==> src/hw/rtl/tmsw_pkg.sv <==
package tmsw_pkg;

  // Field widths
  localparam int unsigned SAMPLE_W    = 10;
  localparam int unsigned TURB_W      = 16;
  localparam int unsigned INTERVAL_W  = 8;
  localparam int unsigned SIZE_W      = 6;
  localparam int unsigned TICK_W      = 9;
  localparam int unsigned CFG_DATA_W  = 8;
  localparam int unsigned CFG_ADDR_W  = 1;
  localparam int unsigned IN_TDATA_W  = 16;
  localparam int unsigned OUT_TDATA_W = 32;

  // Window depth default
  localparam int unsigned MAX_WINDOW_DEF = 32;

  // Register reset values
  localparam logic [INTERVAL_W-1:0] INTERVAL_RST = 8'd100;
  localparam logic [SIZE_W-1:0]     SIZE_RST     = 6'd10;

  // Register indexes
  localparam logic [CFG_ADDR_W-1:0] CFG_IDX_INTERVAL = 1'b0;
  localparam logic [CFG_ADDR_W-1:0] CFG_IDX_SIZE     = 1'b1;

  // Windows smaller than this use the plain mean
  localparam int unsigned TRIM_MIN_SIZE = 5;

  // Turbidity: q16 = (avg*33120 - 19136512 + 500 + 20000000) / 1000 - 20000,
  // which equals (avg*4140 + 107998) / 125 - 20000. The divide by 125 is a
  // multiply by ceil(2^26/125) and a shift by 26, exact for dividends below 2^26/11.
  localparam int unsigned PROD_W      = 23;
  localparam int unsigned TURB_SCALE  = 4140;
  localparam int unsigned TURB_OFFSET = 107998;
  localparam int unsigned RCP_W       = 20;
  localparam int unsigned TURB_RCP    = 536871;
  localparam int unsigned TURB_RCP_SH = 26;
  localparam int unsigned RPROD_W     = PROD_W + RCP_W;
  localparam int unsigned TURB_BIAS   = 20000;

  typedef enum logic [2:0] {
    ST_IDLE,
    ST_SCAN,
    ST_DIV,
    ST_MUL,
    ST_OUT
  } tmsw_state_t;

endpackage

==> src/hw/rtl/trimmed_mean_sensor_window_top.sv <==
// Trimmed-mean sensor window.
// Input channel (in_*): one word per timer tick, carrying the current 10-bit
// converter sample. Once the tick count since the last sample exceeds
// sample_interval, the sample enters a circular window of window_size
// entries and the block averages the window: plain floor mean below five
// entries, else the sum less one minimum and one maximum over size minus two.
// Ticks that take no sample produce no result word.
// Result channel (out_*): one word per sample: the average in codes and a
// signed Q16 turbidity value.
// Configuration (cfg_*): write enable, register index, data; write only
// while idle. Index 0 is sample_interval, index 1 is window_size.
// A sampling tick runs n reads of the window memory for n entries, two steps
// to close the scan, 23 steps of the shared divider for the mean, one to
// scale and one to load the output word; in_tready is low throughout, until
// the block is back in idle; one item is in work at a time.
// A finished word waits in the output register; a stalled receiver holds
// the block in its last step until that register is free.
// Reset (rst_n, synchronous, active low) clears the window through per-entry
// valid bits at once, zeroes the tick counter and write index, and loads
// the register defaults (interval 100, size 10). No clearing pass is needed.
module trimmed_mean_sensor_window_top #(
  parameter int unsigned MAX_WINDOW = tmsw_pkg::MAX_WINDOW_DEF
) (
  input  logic                               clk,
  input  logic                               rst_n,
  // [9:0] adc_sample, [15:10] zero
  input  logic [tmsw_pkg::IN_TDATA_W-1:0]    in_tdata,
  input  logic                               in_tvalid,
  output logic                               in_tready,
  // [9:0] average_code, [25:10] turbidity_q16, [31:26] zero
  output logic [tmsw_pkg::OUT_TDATA_W-1:0]   out_tdata,
  output logic                               out_tvalid,
  input  logic                               out_tready,
  input  logic                               cfg_wen,
  input  logic [tmsw_pkg::CFG_ADDR_W-1:0]    cfg_addr,
  input  logic [tmsw_pkg::CFG_DATA_W-1:0]    cfg_wdata
);
  import tmsw_pkg::*;

  // Derived widths
  localparam int unsigned IW  = (MAX_WINDOW > 1) ? $clog2(MAX_WINDOW) : 1; // entry index
  localparam int unsigned NW  = $clog2(MAX_WINDOW + 1);                    // entry count
  localparam int unsigned SW  = SAMPLE_W + NW;                             // window sum
  localparam int unsigned DW  = (SW > PROD_W) ? SW : PROD_W;               // dividend
  localparam int unsigned VW  = (NW > 10) ? NW : 10;                       // divisor
  localparam int unsigned STW = $clog2(DW);                                // divide step

  // Configuration registers
  logic [INTERVAL_W-1:0] interval_r;
  logic [SIZE_W-1:0]     size_r;

  // Sequencer state
  tmsw_state_t state_r, state_nxt;
  logic [TICK_W-1:0]   tick_r, tick_nxt;
  logic [IW-1:0]       wi_r, wi_nxt;
  logic [NW-1:0]       n_r, n_nxt;
  logic [NW-1:0]       cnt_r, cnt_nxt;
  logic                pend_r, pend_nxt;
  logic [SW-1:0]       sum_r, sum_nxt;
  logic [SAMPLE_W-1:0] lo_r, lo_nxt;
  logic [SAMPLE_W-1:0] hi_r, hi_nxt;
  logic [SAMPLE_W-1:0] avg_r, avg_nxt;

  // Shared divider
  logic [DW-1:0]  quo_r, quo_nxt;
  logic [VW-1:0]  rem_r, rem_nxt;
  logic [VW-1:0]  dvs_r, dvs_nxt;
  logic [STW-1:0] step_r, step_nxt;

  // Output register
  logic [OUT_TDATA_W-1:0] out_data_r, out_data_nxt;
  logic                   out_valid_r, out_valid_nxt;

  // Window memory
  logic [SAMPLE_W-1:0] win_mem [MAX_WINDOW];
  logic [MAX_WINDOW-1:0] vld_r;
  logic                mem_we;
  logic [IW-1:0]       mem_waddr;
  logic                mem_re;
  logic [IW-1:0]       mem_raddr;
  logic [SAMPLE_W-1:0] rd_data_r;
  logic                rd_vld_r;

  // Combinational helpers
  logic [TICK_W-1:0]   tick_inc;
  logic                take_sample;
  logic [NW-1:0]       n_eff;
  logic [NW-1:0]       widx_full;
  logic [IW-1:0]       widx;
  logic [NW-1:0]       wnext;
  logic [SAMPLE_W-1:0] scan_val;
  logic [VW:0]         trial;
  logic [VW:0]         trial_diff;
  logic                trial_ge;
  logic [PROD_W-1:0]   prod;
  logic [RPROD_W-1:0]  rcp_prod;
  logic [TURB_W-1:0]   turb;

  assign in_tready  = (state_r == ST_IDLE);
  assign out_tdata  = out_data_r;
  assign out_tvalid = out_valid_r;

  // Configuration writes
  always_ff @(posedge clk) begin
    if (!rst_n) begin
      interval_r <= INTERVAL_RST;
      size_r     <= SIZE_RST;
    end else if (cfg_wen) begin
      unique case (cfg_addr)
        CFG_IDX_INTERVAL: interval_r <= cfg_wdata[INTERVAL_W-1:0];
        CFG_IDX_SIZE:     size_r     <= cfg_wdata[SIZE_W-1:0];
        default:          ;
      endcase
    end
  end

  // Tick count, saturating at its maximum; sample once it passes the interval
  always_comb begin
    tick_inc    = (tick_r == '1) ? tick_r : tick_r + TICK_W'(1);
    take_sample = (tick_inc > {1'b0, interval_r});
  end

  // Effective window size: zero acts as one, clamp to the memory depth
  always_comb begin
    if (size_r == '0) begin
      n_eff = NW'(1);
    end else if (32'(size_r) > MAX_WINDOW) begin
      n_eff = NW'(MAX_WINDOW);
    end else begin
      n_eff = NW'(size_r);
    end
  end

  // Write slot: wrap to zero if the size has shrunk under the index
  always_comb begin
    widx_full = (NW'(wi_r) >= n_eff) ? '0 : NW'(wi_r);
    widx      = widx_full[IW-1:0];
    wnext     = widx_full + NW'(1);
  end

  // Unwritten entries count as zero
  assign scan_val = rd_vld_r ? rd_data_r : '0;

  // One restoring step of the divider
  always_comb begin
    trial      = {rem_r, quo_r[DW-1]};
    trial_ge   = (trial >= {1'b0, dvs_r});
    trial_diff = trial - {1'b0, dvs_r};
  end

  // Turbidity: scale the average, then divide by 125 through the reciprocal
  assign prod     = PROD_W'(avg_r) * PROD_W'(TURB_SCALE) + PROD_W'(TURB_OFFSET);
  assign rcp_prod = RPROD_W'(quo_r[PROD_W-1:0]) * RPROD_W'(TURB_RCP);
  assign turb     = rcp_prod[TURB_RCP_SH +: TURB_W] - TURB_W'(TURB_BIAS);

  // Sequencer
  always_comb begin
    state_nxt     = state_r;
    tick_nxt      = tick_r;
    wi_nxt        = wi_r;
    n_nxt         = n_r;
    cnt_nxt       = cnt_r;
    pend_nxt      = pend_r;
    sum_nxt       = sum_r;
    lo_nxt        = lo_r;
    hi_nxt        = hi_r;
    avg_nxt       = avg_r;
    quo_nxt       = quo_r;
    rem_nxt       = rem_r;
    dvs_nxt       = dvs_r;
    step_nxt      = step_r;
    out_data_nxt  = out_data_r;
    out_valid_nxt = out_valid_r && !out_tready;
    mem_we        = 1'b0;
    mem_waddr     = widx;
    mem_re        = 1'b0;
    mem_raddr     = cnt_r[IW-1:0];

    unique case (state_r)
      ST_IDLE: begin
        if (in_tvalid) begin
          if (take_sample) begin
            // store the sample, advance the slot, start the scan
            tick_nxt  = '0;
            mem_we    = 1'b1;
            wi_nxt    = (wnext >= n_eff) ? '0 : wnext[IW-1:0];
            n_nxt     = n_eff;
            cnt_nxt   = '0;
            pend_nxt  = 1'b0;
            sum_nxt   = '0;
            lo_nxt    = '1;
            hi_nxt    = '0;
            state_nxt = ST_SCAN;
          end else begin
            tick_nxt = tick_inc;
          end
        end
      end

      ST_SCAN: begin
        if (pend_r) begin
          sum_nxt = sum_r + SW'(scan_val);
          if (scan_val < lo_r) lo_nxt = scan_val;
          if (scan_val > hi_r) hi_nxt = scan_val;
        end
        if (cnt_r != n_r) begin
          mem_re   = 1'b1;
          cnt_nxt  = cnt_r + NW'(1);
          pend_nxt = 1'b1;
        end else begin
          pend_nxt = 1'b0;
          if (!pend_r) begin
            // sum, minimum and maximum are complete: load the divider
            if (32'(n_r) < TRIM_MIN_SIZE) begin
              quo_nxt = DW'(sum_r);
              dvs_nxt = VW'(n_r);
            end else begin
              quo_nxt = DW'(sum_r - SW'(lo_r) - SW'(hi_r));
              dvs_nxt = VW'(n_r) - VW'(2);
            end
            rem_nxt   = '0;
            step_nxt  = '0;
            state_nxt = ST_DIV;
          end
        end
      end

      ST_DIV: begin
        rem_nxt  = trial_ge ? trial_diff[VW-1:0] : trial[VW-1:0];
        quo_nxt  = {quo_r[DW-2:0], trial_ge};
        step_nxt = step_r + STW'(1);
        if (step_r == STW'(DW - 1)) begin
          avg_nxt   = quo_nxt[SAMPLE_W-1:0];
          state_nxt = ST_MUL;
        end
      end

      ST_MUL: begin
        // hold the scaled average in the dividend register for the output step
        quo_nxt   = DW'(prod);
        state_nxt = ST_OUT;
      end

      ST_OUT: begin
        if (!out_valid_r || out_tready) begin
          out_data_nxt  = OUT_TDATA_W'({turb, avg_r});
          out_valid_nxt = 1'b1;
          state_nxt     = ST_IDLE;
        end
      end

      default: state_nxt = ST_IDLE;
    endcase
  end

  always_ff @(posedge clk) begin
    if (!rst_n) begin
      state_r     <= ST_IDLE;
      tick_r      <= '0;
      wi_r        <= '0;
      pend_r      <= 1'b0;
      out_valid_r <= 1'b0;
    end else begin
      state_r     <= state_nxt;
      tick_r      <= tick_nxt;
      wi_r        <= wi_nxt;
      pend_r      <= pend_nxt;
      out_valid_r <= out_valid_nxt;
    end
  end

  // Datapath registers
  always_ff @(posedge clk) begin
    n_r        <= n_nxt;
    cnt_r      <= cnt_nxt;
    sum_r      <= sum_nxt;
    lo_r       <= lo_nxt;
    hi_r       <= hi_nxt;
    avg_r      <= avg_nxt;
    quo_r      <= quo_nxt;
    rem_r      <= rem_nxt;
    dvs_r      <= dvs_nxt;
    step_r     <= step_nxt;
    out_data_r <= out_data_nxt;
  end

  // Per-entry valid bits stand in for clearing the window at reset
  always_ff @(posedge clk) begin
    if (!rst_n) begin
      vld_r <= '0;
    end else if (mem_we) begin
      vld_r[mem_waddr] <= 1'b1;
    end
  end

  always_ff @(posedge clk) begin
    if (mem_we) begin
      win_mem[mem_waddr] <= in_tdata[SAMPLE_W-1:0];
    end
  end

  always_ff @(posedge clk) begin
    if (mem_re) begin
      rd_data_r <= win_mem[mem_raddr];
      rd_vld_r  <= vld_r[mem_raddr];
    end
  end

endmodule
==> config.mk <==
export PLATFORM = sky130hd
export DESIGN_NAME = trimmed_mean_sensor_window_top
export DESIGN_NICKNAME = d
export VERILOG_FILES = /design/src/hw/rtl/tmsw_pkg.sv /design/src/hw/rtl/trimmed_mean_sensor_window_top.sv
export SDC_FILE = /design/constraint.sdc
export NUM_CORES = 1
export LEC_CHECK = 0
export BUFFER_PORTS_ARGS = -buffer_cell sky130_fd_sc_hd__buf_4
export CORE_UTILIZATION = 60
export CTS_CLUSTER_DIAMETER = 50
export DETAILED_ROUTE_END_ITERATION = 7
export MAX_ROUTING_LAYER = met4
export PLACE_DENSITY = 0.77
export RECOVER_POWER = 100
export SYNTH_ARGS = -nofsm -noshare
export SYNTH_HDL_FRONTEND = slang
export SYNTH_SLANG_ARGS = --single-unit
==> constraint.sdc <==
create_clock -name clk -period 13.2 [get_ports clk]
set_input_delay 0 -clock clk [delete_from_list [all_inputs] [get_ports clk]]
set_output_delay 0 -clock clk [all_outputs]
set_load 0.1 [all_outputs]
==> metrics.md <==
| Metric | Value |
|---|---|
| Status | finished with violations |
| Violated checks | max-capacitance violations, max-slew violations |
| Initial Util | 0.608 |
| Leading area contributor after synthesis | edfxtp_1 |
| Post-cts resize count | 0 |
| Largest net degree at the start of global routing | 64 |
| Core Rows | 84 |
| All-layer global routing usage | 0.279 |
| Detailed Route WL | 71,800 um |
| DRC | 0 |
| RSZ-0062 raised after global routing | no |
| Share of cells above drive strength 1 | 0.0934 |
| Unique masters post-synth | slightly above 90 |
| Clk_skew | between 0.04 and 0.05 ns |
| Detailed-route vias per instance | 6.02 |
| Post-Syn Area per Cell | 12.5 um^2 |
| Count of input and output buffers | 51 |
| CTS tree | yes |
| Synth Area in XOR/XNOR | 0.0268 |
| CTS Buffer Depth | 3 |
| Mux cell area share after synthesis | 0.0847 |
| Vias | about 20,000 |
| Global-route wire length before repair | 113,000 um |
| FMAX | 123 MHz |
| Fin crit share | 0.614 |
| Synth async-reset ratio | 0 |
| Routability Congestion | 0.957 |
| Final #Nets | 3,122 |
| Antenna cells | 0 |
| Final setup vio count | 0 |
| PwrDens | 97.2 mW/mm^2 |
| Static leakage | 14.1 nW |
| Pre-antenna DRT Iters | 5 |
| Startpoint types | flip-flop |
| Die area | 0.0543 mm^2 |
| Clock transition at path regs | 0.06 ns |
| Synth Area in Simple Gates | 0.0763 |
| Number of global-route vias before repair | roughly 21,000 |
| Synth Cell Area | around 0.032 mm^2 |
| MaxCap Viol Count | 11 |
| Layout fillers | 3,737 |
| Synth cell count leaders | 460 x edfxtp_1, 365 x inv_1, 327 x ha_1 |
| Worst-skew pair later-pin latency | 0.62 ns |
| Area contributors post-synth | edfxtp_1 43%, ha_1 13%, mux4_2 7.7%, fa_1 7.2%, inv_1 4.3% |
| Most frequent cell after synthesis | edfxtp_1 |
| Total grt overflow | 0 |
| Post-DP HPWL | 50,900 um |
| Sequential fraction of the synthesis area | 0.472 |
| Hold Vio Cnt, Final | 0 |
| Worst Path Required | between 10 and 15 ns |
| Height of the die | 233 um |
| WP data arrival | 8.45 ns |
| Root Buffer | clkbuf_16 |
| Antenna violations before repair | 0 |
| Synth Area in Adders | 0.200 |
| Post-synth EDFFs | 460 |
| H-tree levels | 2 |
| Final setup TNS | 0 ns |
| # IOs | 64 |
| Die X | about 230 um |
| Peak VDD IR | between 0.1 and 0.15 mV |
| Final ANT Viol Nets | 0 |
| Average wire per standard cell | between 20 and 25 um |
| Measured slew at the worst slew-check pin | 3.78 ns |
| Synth Flop Type | edfxtp_1 |
| Yosys warning total | 0 |
| DR iter-0 viols | 1,383 |
| Max Fanout on Critical Path | 8 |
| Kind of capture point of the worst setup path | flip-flop |
| Synth Register Bits | roughly 530 |
| Synth Area in Compound Gates | 0.0881 |
| Synth top area share | 0.431 |
| Hold Slack | between 0.2 and 0.3 ns |
| Largest family of logic cells by synthesized area | adder cells |
| HP Class | in -> reg |
| Rel. slew slack | -1.52 |
| Area grow syn2layout | 9.73% |
| Clk sinks | 525 |
| Core area | 0.0527 mm^2 |
| Final min period | 8.10 ns |
| Mapped Cells | 2,553 |
| Slew Viols, Final | 412 |
| Total CTS buffers | 56 |
| CP Class | reg -> reg |
[what timing repair did]
action / 4_1_cts / 5_1_grt
hold buffers: 42 / 0
hold endpoints to repair: 380 / 0
setup buffers: 0 / 0
[stage by stage]
step / total power, mW / cells / setup WS (ns) / util / cell area [um^2]
finish: 3.42 / 3386 / 5.10 / 0.668 / 35200
global route: 3.50 / 3386 / 4.38 / 0.668 / 35200
CTS: 3.44 / 3386 / 5.72 / 0.672 / 35400
detailed placement: 1.90 / 3238 / 5.72 / 0.630 / 33200
global placement: 1.90 / 3238 / 5.73 / 0.630 / 33200
floorplan: 1.87 / 2559 / 6.70 / - / 32100
[layout make-up]
cell class	instances	area, um^2	area share
multi-input cells	1592	15200	0.434
well taps	688	861	0.0245
clock inverters	27	290	0.00826
flip-flops and latches	525	15100	0.430
repair buffers	110	739	0.0210
clock buffers	79	1540	0.0438
inverters	365	1370	0.0390
[cell usage in the layout, fill, tap and decap left out, types with 35 or more instances in the layout]
cell and instances:
edfxtp_1 460, inv_1 365, ha_1 327, nand2_1 136
nor2_1 127, fa_1 115, mux4_2 110, a21oi_1 95
o21ai_0 84, clkbuf_1 71, dfxtp_1 65, xnor2_1 63
clkbuf_16 58, nand3_1 49, o21a_1 46, dlygate4sd3_1 42
xor2_1 35
[cell families after synthesis]
| family | after synthesis |
|---|---|
| adder cells (fa/ha/maj) | 442 |
| AND/OR/NAND/NOR | 495 |
| buffers and inverters | 442 |
| AO/OA/AOI/OAI | 418 |
| other | 1 |
| flip-flops | 525 |
| multiplexers | 132 |
| XOR/XNOR | 98 |
[flip-flops by register name, indices dropped and copies added, names as in the netlist, 3 cells and up]
register,cells
avg_r,10
quo_r,23
wi_r,5
n_r,6
cnt_r,6
size_r,6
vld_r,32
sum_r,16
hi_r,10
out_tdata,26
rem_r,10
dvs_r,7
interval_r,8
lo_r,10
win_mem,320
step_r,5
tick_r,9
rd_data_r,10
state_r,3
[worst max-delay path: stages, from the launching register on]
cell      delay (ns)
edfxtp_1        0.64
ha_1            0.40
ha_1            0.13
inv_1           0.09
fa_1            0.55
inv_1           0.04
ha_1            0.32
fa_1            0.52
fa_1            0.55
inv_1           0.06
fa_1            0.50
inv_1           0.04
ha_1            0.34
a21oi_1         0.22
o21ai_0         0.11
a31o_2          0.23
o31ai_1         0.53
a21oi_1         0.31
xnor2_1         0.34
ha_1            0.25
nor3b_1         0.74
o21ai_0         0.36
o41a_1          0.19
or3_1           0.38
[worst paths after layout]
path / start / end / slack (ns) / depth (start not counted)
hold / removal: cfg_wdata[3] / size_r[3] / 0.29 / 4
hold reg to reg: vld_r[18] / vld_r[18] / 0.47 / 1
setup reg to reg: quo_r[6] / out_tdata[25] / 5.10 / 23
setup / recovery: quo_r[6] / out_tdata[25] / 5.10 / 23
[report_power, final]
group          leakage, nW  internal, mW  total [mW]  switching [mW]
Clock                0.877         0.883        1.54           0.658
Sequential            4.58          1.80        1.80         0.00266
Combinational         8.60        0.0250      0.0735          0.0485
Total                 14.1          2.71        3.42           0.709
[layer usage]
layer | vias up | track usage | wire, um
met3 | 140 | 0.0369 | 3280
met1 | 10200 | 0.333 | 28800
met5 | - | - | 0
met4 | 0 | 0.103 | 2580
met2 | 602 | 0.482 | 37100
li1 | 9467 | - | -
(Power assumes the default switching activity.)
